`config.mk`:
```
export PLATFORM = sky130hd
export DESIGN_NAME = rle_bit_pair_plane_decoder
export DESIGN_NICKNAME = d
export VERILOG_FILES = /design/src/rtl/rbp_pkg.sv /design/src/rtl/rbp_decode_core.sv /design/src/rtl/rbp_out_reg.sv /design/src/rtl/rle_bit_pair_plane_decoder.sv
export SDC_FILE = /design/constraint.sdc
export NUM_CORES = 1
export LEC_CHECK = 0
export BUFFER_PORTS_ARGS = -buffer_cell sky130_fd_sc_hd__buf_2
export CAP_MARGIN = 20
export CORE_AREA = 2 2 141 109
export CTS_CLUSTER_DIAMETER = 100
export DETAILED_ROUTE_END_ITERATION = 6
export DIE_AREA = 0 0 143 111
export SETUP_SLACK_MARGIN = 0.15
export SLEW_MARGIN = 20
export SYNTH_ARGS = -nofsm -noshare
export SYNTH_HDL_FRONTEND = slang
export SYNTH_HIERARCHICAL = 1
export SYNTH_SLANG_ARGS = --single-unit
export TNS_END_PERCENT = 1
```
`constraint.sdc`:
```
create_clock -name i_clk -period 10.1 [get_ports i_clk]
set_clock_uncertainty 0.2 [all_clocks]
set_input_delay 0.505 -clock i_clk [delete_from_list [all_inputs] [get_ports i_clk]]
set_output_delay 0.505 -clock i_clk [all_outputs]
set_load 0.01 [all_outputs]
```
`src/rtl/rbp_pkg.sv`:
```
// ----------------------------------------------------------------------------
// rbp_pkg
// shared types and constants of the bit-pair run-length plane decoder
// ----------------------------------------------------------------------------
`default_nettype none

package rbp_pkg;

    // plane geometry
    localparam int TILE_BITS      = 64;
    localparam int PAIRS_PER_TILE = TILE_BITS / 2;
    localparam int PAIR_SHIFT     = $clog2(PAIRS_PER_TILE);

    // field widths
    localparam int PAIR_W   = 2;
    localparam int COUNT_W  = 13;
    localparam int TILE_W   = 4;
    localparam int CFG_W    = 4;
    localparam int CFG_IDX_W = 2;
    localparam int S_DATA_W = 8;
    localparam int M_DATA_W = 16;

    // default for the prefix saturation limit
    localparam int DEFAULT_MAX_PREFIX = 16;

    // register reset values
    localparam logic [TILE_W-1:0] RST_WIDTH_TILES  = 4'd7;
    localparam logic [TILE_W-1:0] RST_HEIGHT_TILES = 4'd7;
    localparam logic              RST_FIRST_IS_RUN = 1'b1;

    // the pair that fills runs and ends direct packets
    localparam logic [PAIR_W-1:0] PAIR_ZERO = 2'b00;

    // register indexes
    typedef enum logic [CFG_IDX_W-1:0] {
        REG_WIDTH_TILES  = 2'd0,
        REG_HEIGHT_TILES = 2'd1,
        REG_FIRST_IS_RUN = 2'd2
    } t_reg_idx;

    // packet phase: prefix bit / first pair bit, or body
    typedef enum logic {
        PH_HEAD = 1'b0,
        PH_BODY = 1'b1
    } t_phase;

    // configuration write
    typedef struct packed {
        logic                 we;
        logic [CFG_IDX_W-1:0] idx;
        logic [CFG_W-1:0]     data;
    } t_cfg_wr;

    // one result item
    typedef struct packed {
        logic               done;
        logic [COUNT_W-1:0] count;
        logic [PAIR_W-1:0]  pair;
    } t_result;

endpackage

`default_nettype wire

```
`src/rtl/rbp_decode_core.sv`:
```
// ----------------------------------------------------------------------------
// rbp_decode_core
// configuration registers and per-bit packet decode state; each accepted
// beat updates the state and may produce one result
// ----------------------------------------------------------------------------
`default_nettype none

module rbp_decode_core #(
    parameter int MAX_PREFIX = rbp_pkg::DEFAULT_MAX_PREFIX
) (
    input  wire logic             i_clk,
    input  wire logic             i_rst_n,
    input  wire rbp_pkg::t_cfg_wr i_cfg,
    input  wire logic             i_step,
    input  wire logic             i_data_bit,
    output logic                  o_res_valid,
    output rbp_pkg::t_result      o_res
);
    import rbp_pkg::*;

    localparam int PREFIX_W = $clog2(MAX_PREFIX + 1);
    localparam int LEFT_W   = $clog2(MAX_PREFIX + 2);
    localparam int ACC_W    = MAX_PREFIX + 1;
    localparam int SUM_W    = ACC_W + 1;
    localparam int CMP_W    = (SUM_W > COUNT_W) ? SUM_W : COUNT_W;

    // configuration
    logic [TILE_W-1:0] r_width, n_width;
    logic [TILE_W-1:0] r_height, n_height;
    logic              r_first, n_first;

    // decode state
    logic                r_started, n_started;
    logic [COUNT_W-1:0]  r_pairs, n_pairs;
    logic                r_is_run, n_is_run;
    t_phase              r_phase, n_phase;
    logic [PREFIX_W-1:0] r_prefix, n_prefix;
    logic [ACC_W-1:0]    r_len, n_len;
    logic [ACC_W-1:0]    r_val, n_val;
    logic [LEFT_W-1:0]   r_left, n_left;
    logic                r_held, n_held;
    logic                r_full, n_full;

    logic [2*TILE_W-1:0] tiles;
    logic [COUNT_W-1:0]  total;
    logic [COUNT_W-1:0]  remaining;
    logic                overfull;
    logic                live;
    logic [ACC_W-1:0]    len_mask;
    logic [ACC_W-1:0]    val_shift;
    logic [CMP_W-1:0]    run_count;
    logic [PAIR_W-1:0]   pair;

    // plane size in pairs
    assign tiles     = r_width * r_height;
    assign total     = COUNT_W'({tiles, {PAIR_SHIFT{1'b0}}});
    assign remaining = total - r_pairs;
    assign overfull  = (r_pairs >= total);
    assign live      = i_step && !r_full && !overfull;

    // run length from prefix: ones in bits 1..prefix
    always_comb begin
        for (int i = 0; i < ACC_W; i++) begin
            len_mask[i] = (i >= 1) && (i <= int'(r_prefix));
        end
    end

    assign val_shift = {r_val[ACC_W-2:0], i_data_bit};
    assign run_count = CMP_W'(r_len) + CMP_W'(val_shift) + CMP_W'(1);
    assign pair      = {r_held, i_data_bit};

    // next phase
    always_comb begin
        n_phase = r_phase;
        if (live) begin
            case (r_phase)
                PH_HEAD: begin
                    if (!r_is_run || !i_data_bit) begin
                        n_phase = PH_BODY;
                    end
                end
                PH_BODY: begin
                    if (!r_is_run || r_left == LEFT_W'(1)) begin
                        n_phase = PH_HEAD;
                    end
                end
                default: n_phase = PH_HEAD;
            endcase
        end
    end

    // datapath, result and configuration
    always_comb begin
        logic [CMP_W-1:0] cnt;
        logic             emit;
        logic             end_pkt;

        n_width   = r_width;
        n_height  = r_height;
        n_first   = r_first;
        n_started = r_started;
        n_pairs   = r_pairs;
        n_is_run  = r_is_run;
        n_prefix  = r_prefix;
        n_len     = r_len;
        n_val     = r_val;
        n_left    = r_left;
        n_held    = r_held;
        n_full    = r_full;
        cnt       = CMP_W'(1);
        emit      = 1'b0;
        end_pkt   = 1'b0;
        o_res_valid = 1'b0;
        o_res.pair  = PAIR_ZERO;
        o_res.count = '0;
        o_res.done  = 1'b0;

        if (i_step) begin
            n_started = 1'b1;
        end

        // bit decode
        if (i_step && !r_full && overfull) begin
            n_full = 1'b1;
        end else if (live) begin
            if (r_is_run) begin
                if (r_phase == PH_HEAD) begin
                    if (i_data_bit) begin
                        if (r_prefix < PREFIX_W'(MAX_PREFIX)) begin
                            n_prefix = r_prefix + PREFIX_W'(1);
                        end
                    end else begin
                        n_len  = len_mask;
                        n_val  = '0;
                        n_left = LEFT_W'(r_prefix) + LEFT_W'(1);
                    end
                end else begin
                    n_val  = val_shift;
                    n_left = r_left - LEFT_W'(1);
                    if (r_left == LEFT_W'(1)) begin
                        cnt     = run_count;
                        emit    = 1'b1;
                        end_pkt = 1'b1;
                    end
                end
            end else begin
                if (r_phase == PH_HEAD) begin
                    n_held = i_data_bit;
                end else if (pair == PAIR_ZERO) begin
                    end_pkt = 1'b1;
                end else begin
                    o_res.pair = pair;
                    emit       = 1'b1;
                end
            end
        end

        if (end_pkt) begin
            n_is_run = !r_is_run;
            n_prefix = '0;
            n_left   = '0;
        end

        // emit with clamp to the remaining pairs
        if (emit) begin
            o_res_valid = 1'b1;
            if (cnt >= CMP_W'(remaining)) begin
                o_res.count = remaining;
                o_res.done  = 1'b1;
                n_full      = 1'b1;
            end else begin
                o_res.count = COUNT_W'(cnt);
            end
            n_pairs = r_pairs + o_res.count;
        end

        // register writes
        if (i_cfg.we) begin
            case (t_reg_idx'(i_cfg.idx))
                REG_WIDTH_TILES:  n_width  = i_cfg.data;
                REG_HEIGHT_TILES: n_height = i_cfg.data;
                REG_FIRST_IS_RUN: begin
                    n_first = i_cfg.data[0];
                    if (!r_started) begin
                        n_is_run = i_cfg.data[0];
                    end
                end
                default: ;
            endcase
        end
    end

    // control state
    always_ff @(posedge i_clk) begin
        if (!i_rst_n) begin
            r_width   <= RST_WIDTH_TILES;
            r_height  <= RST_HEIGHT_TILES;
            r_first   <= RST_FIRST_IS_RUN;
            r_started <= 1'b0;
            r_pairs   <= '0;
            r_is_run  <= RST_FIRST_IS_RUN;
            r_phase   <= PH_HEAD;
            r_prefix  <= '0;
            r_len     <= '0;
            r_val     <= '0;
            r_left    <= '0;
            r_held    <= 1'b0;
            r_full    <= 1'b0;
        end else begin
            r_width   <= n_width;
            r_height  <= n_height;
            r_first   <= n_first;
            r_started <= n_started;
            r_pairs   <= n_pairs;
            r_is_run  <= n_is_run;
            r_phase   <= n_phase;
            r_prefix  <= n_prefix;
            r_len     <= n_len;
            r_val     <= n_val;
            r_left    <= n_left;
            r_held    <= n_held;
            r_full    <= n_full;
        end
    end

    // a full plane gives no further results
    a_full_silent: assert property (@(posedge i_clk) disable iff (!i_rst_n)
        r_full |-> !o_res_valid)
        else $error("result produced after plane completed");

    // a final result fills the plane exactly
    a_done_fills: assert property (@(posedge i_clk) disable iff (!i_rst_n)
        (o_res_valid && o_res.done) |=> (r_full && r_pairs == $past(total)))
        else $error("final result does not fill the plane");

    // every result repeats at least once
    a_count_nonzero: assert property (@(posedge i_clk) disable iff (!i_rst_n)
        o_res_valid |-> (o_res.count != '0))
        else $error("result with zero repeat count");

    // run body always has value bits pending
    a_run_body_left: assert property (@(posedge i_clk) disable iff (!i_rst_n)
        (r_is_run && r_phase == PH_BODY) |-> (r_left != '0))
        else $error("run body without pending value bits");

endmodule

`default_nettype wire

```
`src/rtl/rbp_out_reg.sv`:
```
// ----------------------------------------------------------------------------
// rbp_out_reg
// result register on the master side; takes a new result in the cycle the
// held one leaves
// ----------------------------------------------------------------------------
`default_nettype none

module rbp_out_reg (
    input  wire logic             i_clk,
    input  wire logic             i_rst_n,
    input  wire logic             i_load,
    input  wire rbp_pkg::t_result i_res,
    output logic                  o_ready,
    output logic                  o_valid,
    output rbp_pkg::t_result      o_res,
    input  wire logic             i_take
);
    import rbp_pkg::*;

    logic    r_valid, n_valid;
    t_result r_res;

    // free when empty or being drained
    assign o_ready = !r_valid || i_take;
    assign n_valid = i_load || (r_valid && !i_take);

    // valid flag
    always_ff @(posedge i_clk) begin
        if (!i_rst_n) begin
            r_valid <= 1'b0;
        end else begin
            r_valid <= n_valid;
        end
    end

    // payload
    always_ff @(posedge i_clk) begin
        if (i_load) begin
            r_res <= i_res;
        end
    end

    assign o_valid = r_valid;
    assign o_res   = r_res;

endmodule

`default_nettype wire

```
`src/rtl/rle_bit_pair_plane_decoder.sv`:
```
// ----------------------------------------------------------------------------
// rle_bit_pair_plane_decoder
// rebuilds one bit plane, as runs of bit pairs, from a run-length stream
// ----------------------------------------------------------------------------
// The decoder takes one compressed stream bit per beat and accepts a beat in
// every cycle in which the output register is empty or is drained in the same
// cycle; a bit that completes a run or a non-zero direct pair yields one
// result beat in the next cycle, held in the output register. The plane holds
// width_tiles*height_tiles*32 pairs; the result that completes it carries
// tlast, and all later bits are taken and dropped until reset. Runs are
// clamped to the pairs left in the plane. Registers are written through the
// plain write port while the stream idles; the block leaves this to the user.
// ----------------------------------------------------------------------------
`default_nettype none

module rle_bit_pair_plane_decoder #(
    parameter int MAX_PREFIX = rbp_pkg::DEFAULT_MAX_PREFIX
) (
    input  wire logic                          i_clk,
    input  wire logic                          i_rst_n,
    // configuration write port
    input  wire logic                          i_cfg_we,
    input  wire logic [rbp_pkg::CFG_IDX_W-1:0] i_cfg_idx,
    input  wire logic [rbp_pkg::CFG_W-1:0]     i_cfg_data,
    // stream bits in
    input  wire logic                          i_s_tvalid,
    output logic                               o_s_tready,
    input  wire logic [rbp_pkg::S_DATA_W-1:0]  i_s_tdata,   // [0] data_bit
    // results out
    output logic                               o_m_tvalid,
    input  wire logic                          i_m_tready,
    output logic [rbp_pkg::M_DATA_W-1:0]       o_m_tdata,   // [1:0] pair_value,
                                                            // [14:2] repeat_count
    output logic                               o_m_tlast    // plane_done
);
    import rbp_pkg::*;

    t_cfg_wr cfg;
    logic    step;
    logic    res_valid;
    t_result res;
    t_result out_res;

    assign cfg.we   = i_cfg_we;
    assign cfg.idx  = i_cfg_idx;
    assign cfg.data = i_cfg_data;

    // beat accepted
    assign step = i_s_tvalid && o_s_tready;

    // decode state
    rbp_decode_core #(
        .MAX_PREFIX(MAX_PREFIX)
    ) u_core (
        .i_clk      (i_clk),
        .i_rst_n    (i_rst_n),
        .i_cfg      (cfg),
        .i_step     (step),
        .i_data_bit (i_s_tdata[0]),
        .o_res_valid(res_valid),
        .o_res      (res)
    );

    // result register
    rbp_out_reg u_out (
        .i_clk  (i_clk),
        .i_rst_n(i_rst_n),
        .i_load (res_valid),
        .i_res  (res),
        .o_ready(o_s_tready),
        .o_valid(o_m_tvalid),
        .o_res  (out_res),
        .i_take (i_m_tready)
    );

    // pack result beat
    assign o_m_tdata = {1'b0, out_res.count, out_res.pair};
    assign o_m_tlast = out_res.done;

endmodule

`default_nettype wire

```
==> summary.txt <==
Worst setup startpoint: u_core/r_width[0]
most common cell after layout, fill and taps aside: dfxtp_1
RePlAce Congestion: 0.8551
CTS tree: done
WL/cell: 16.19 um
Worst Setup Path Type: reg -> reg
CP required: 10.12 ns
register area share after synthesis: 29.17%
Clock Pin Slew Worst Setup and Hold Paths: 0.06 ns
nets: 878
Max rail drop VDD: 0.0001099 V
Crit. End Element: flop
Primary FF master, synth: dfxtp_1
Reg-to-Reg Start: u_core/r_width[0]
vias in the first global route: 5277
Port Buf Inserts: 29
clk root buf: clkbuf_16
Antenna Cells: 0
pin count of the biggest net entering global routing: 43
crit path max fanout: 13
fraction of registers with async set/reset: 0%
commonest non-fill, non-tap cells in the layout: 69 x dfxtp_1, 67 x ha_1, 65 x a21oi_1
setup ws final: 0.9735 ns
Leakage: 3.002 nW
Die Area: 15870 um2
FF-to-FF path depth: 37
Mean Syn Cell Area: 8.321 um2
Syn-to-layout area delta: 10.59%
CTS buffer count: 9
CP Launch Type: flop
RR Endpoint: u_core/r_pairs[12]
number of DRC markers in iteration 0: 402
final setup TNS: 0 ns
Cell variety after synth: 72
residual DRC count: 0
Place WS: 0.5919 ns
initial antenna violation count: 0
EDFF count, synth: 16
Cell Pwr Density: 176.0 nW/um2
row count: 39
first-pass GRT wire length: 26820 um
max-cap violation count: 0
Detail Placement HPWL: 12360 um
final setup fails: 0
via/cell ratio: 5.616
Overall Global Routing Usage: 21.29%
worst-margin pin slew: 0.9673 ns
Mapped Nets: 859
RSZ-0062 raised after global routing: no
Slew HR: 35.12%
Worst-Skew Late Latency: 0.35 ns
Mapped Cells: 767
initial core utilization: 43.45%
DRT Wirelength: 16120 um
post-layout min period: 9.126 ns
status: complete, no violations
# clock sinks: 85
share of cells above drive strength 1: 9.482%
Max Clk Rate: 0.1096 GHz
TritonRoute pass-1 iters: 5
die height: 111 um
class of the worst hold path: in -> reg
slowest stage delay, CP: 0.56 ns
final critical-path share of the clock period: 90.36%
Worst R2R Setup Slack: 0.97 ns
Synth Cell Area: 6382 um2
via count: 5594
max-slew violations: 0
Design Power: 1.243 mW
final hold vios: 0
CP max stage cell: fa_1
CTS Buffer Depth: 2
antenna-violating nets left: 0
die width: 143 um
worst setup path end: u_core/r_pairs[12]
IO Count: 38
register bit total from synthesis: 85
cell mode on critical path: a21oi_1
grt ovf: 0
CTS H-tree depth: 3
crit path DAT: 9.14 ns
core box area: 14690 um2
Syn. warnings: 6
cells in the mapped netlist (3+ instances only):
library cell   n  area [um2]
o21bai_1       8       60.06
nand2_1       65       244.0
a21oi_1       65       325.3
a2111oi_0      6       52.55
nand2b_1       6       37.54
inv_1         49       183.9
buf_2          4       20.02
clkbuf_1      22       82.58
a31o_2         3       26.28
a211oi_1      10       75.07
and2_1        26       162.7
nor3_1        21       105.1
nor2_1        60       225.2
a22oi_1       16       120.1
nand3_1       33       165.2
o31ai_1        4       30.03
fa_1           6       120.1
nor3b_1        4       30.03
a31oi_1        5       31.28
xor2_1        14       122.6
a311oi_1       6       52.55
o2111ai_1      3       26.28
o211a_1       10       100.1
ha_1          67       838.3
nand4_1        7       43.79
nand3b_1       3       22.52
mux2i_1       12       120.1
nor4_1         3       18.77
xnor2_1       27       236.5
or2_2          5       31.28
a211o_1        3       26.28
o31a_1         3       26.28
edfxtp_1      16       480.5
dfxtp_1       69        1381
and3_1         6       37.54
nor2b_1       14       87.58
a21o_1        11       82.58
or3_1          6       37.54
o21ai_0       29       145.1
layer usage:
| layer | vias up | global-route usage, % | wire, um |
|---|---|---|---|
| li1 | 2809 | - | - |
| met1 | 2609 | 32.19 | 8324 |
| met2 | 160 | 30.81 | 6605 |
| met3 | 16 | 4.147 | 990 |
| met4 | 0 | 5.347 | 204 |
| met5 | - | 0 | 0 |
how the worst min path moves through the flow:
stage                          start  slack (ns)  cells after the start                 end
floorplan           u_core/r_len[16]        0.24                      2    u_core/r_len[16]
global placement       u_core/r_full        0.26                      1       u_core/r_full
detailed placement  u_core/r_started        0.27                      2    u_core/r_started
CTS                    i_cfg_data[2]        0.17                      3   u_core/r_width[2]
global route           i_cfg_data[2]        0.20                      3   u_core/r_width[2]
finish                 i_cfg_data[1]        0.19                      3  u_core/r_height[1]
cells by family (layout without fill, tap and decap cells):
kind of cell    Yosys count  after routing  share of synthesized area (%)
simple gates            271            271                          21.80
compound gates          205            205                          21.66
flops                    85             85                          29.17
buf+inv                  79            103                          4.783
fa+ha+maj                73             73                          15.02
xor+xnor                 41             41                          5.626
mux                      12             12                          1.882
other cells               1              1                        0.05876
flip-flops by register name (all words and copies together), names as in the netlist:
name	flops
u_core/r_full	1
u_core/r_height	4
u_core/r_held	1
u_core/r_is_run	1
u_core/r_left	5
u_core/r_len	16
u_core/r_pairs	13
u_core/r_phase	1
u_core/r_prefix	5
u_core/r_started	1
u_core/r_val	16
u_core/r_width	4
u_out/o_res	16
u_out/o_valid	1
through the flow:
stage	util, %	hold slack (ns)	instance area, um2	std cells
after floorplan	-	0.2406	6382	767
after global placement	45.75	0.2551	6719	978
after detailed placement	45.75	0.2689	6719	978
after CTS	47.79	0.1695	7019	994
after global routing	48.05	0.1982	7058	996
final	48.05	0.1879	7058	996
power breakdown:
group | total, mW | internal [mW] | switching (mW)
Clock | 0.333 | 0.197 | 0.136
Sequential | 0.410 | 0.377 | 0.0332
Combinational | 0.499 | 0.192 | 0.307
Total | 1.24 | 0.766 | 0.477
timing repair:
| action | in CTS | in global routing |
|---|---|---|
| buffers inserted | 0 | 2 |
| gates resized for setup | 0 | 5 |
| setup endpoints to repair | 0 | 1 |
| hold buffers | 0 | 0 |
final cells by class:
| type | count | area, um2 |
|---|---|---|
| Timing Repair Buffer | 36 | 197.7 |
| Fill cell | 1436 | 7630 |
| Sequential cell | 85 | 1862 |
| Clock inverter | 2 | 13.76 |
| Clock buffer | 14 | 286.5 |
| Inverter | 51 | 191.4 |
| Multi-Input combinational cell | 603 | 4250 |
| Tap cell | 205 | 256.5 |
worst max-delay path: cells and delay by family (launching register included):
kind / cells / cell delay, ns
adders and majority gates: 7 / 2.81
AOI/OAI and AO/OA: 16 / 3.14
buffers and inverters: 4 / 0.38
DFF: 1 / 0.40
and+or+nand+nor: 9 / 1.91
xor gates and xnor gates: 1 / 0.13
Power figures use the tool's default switching activity.
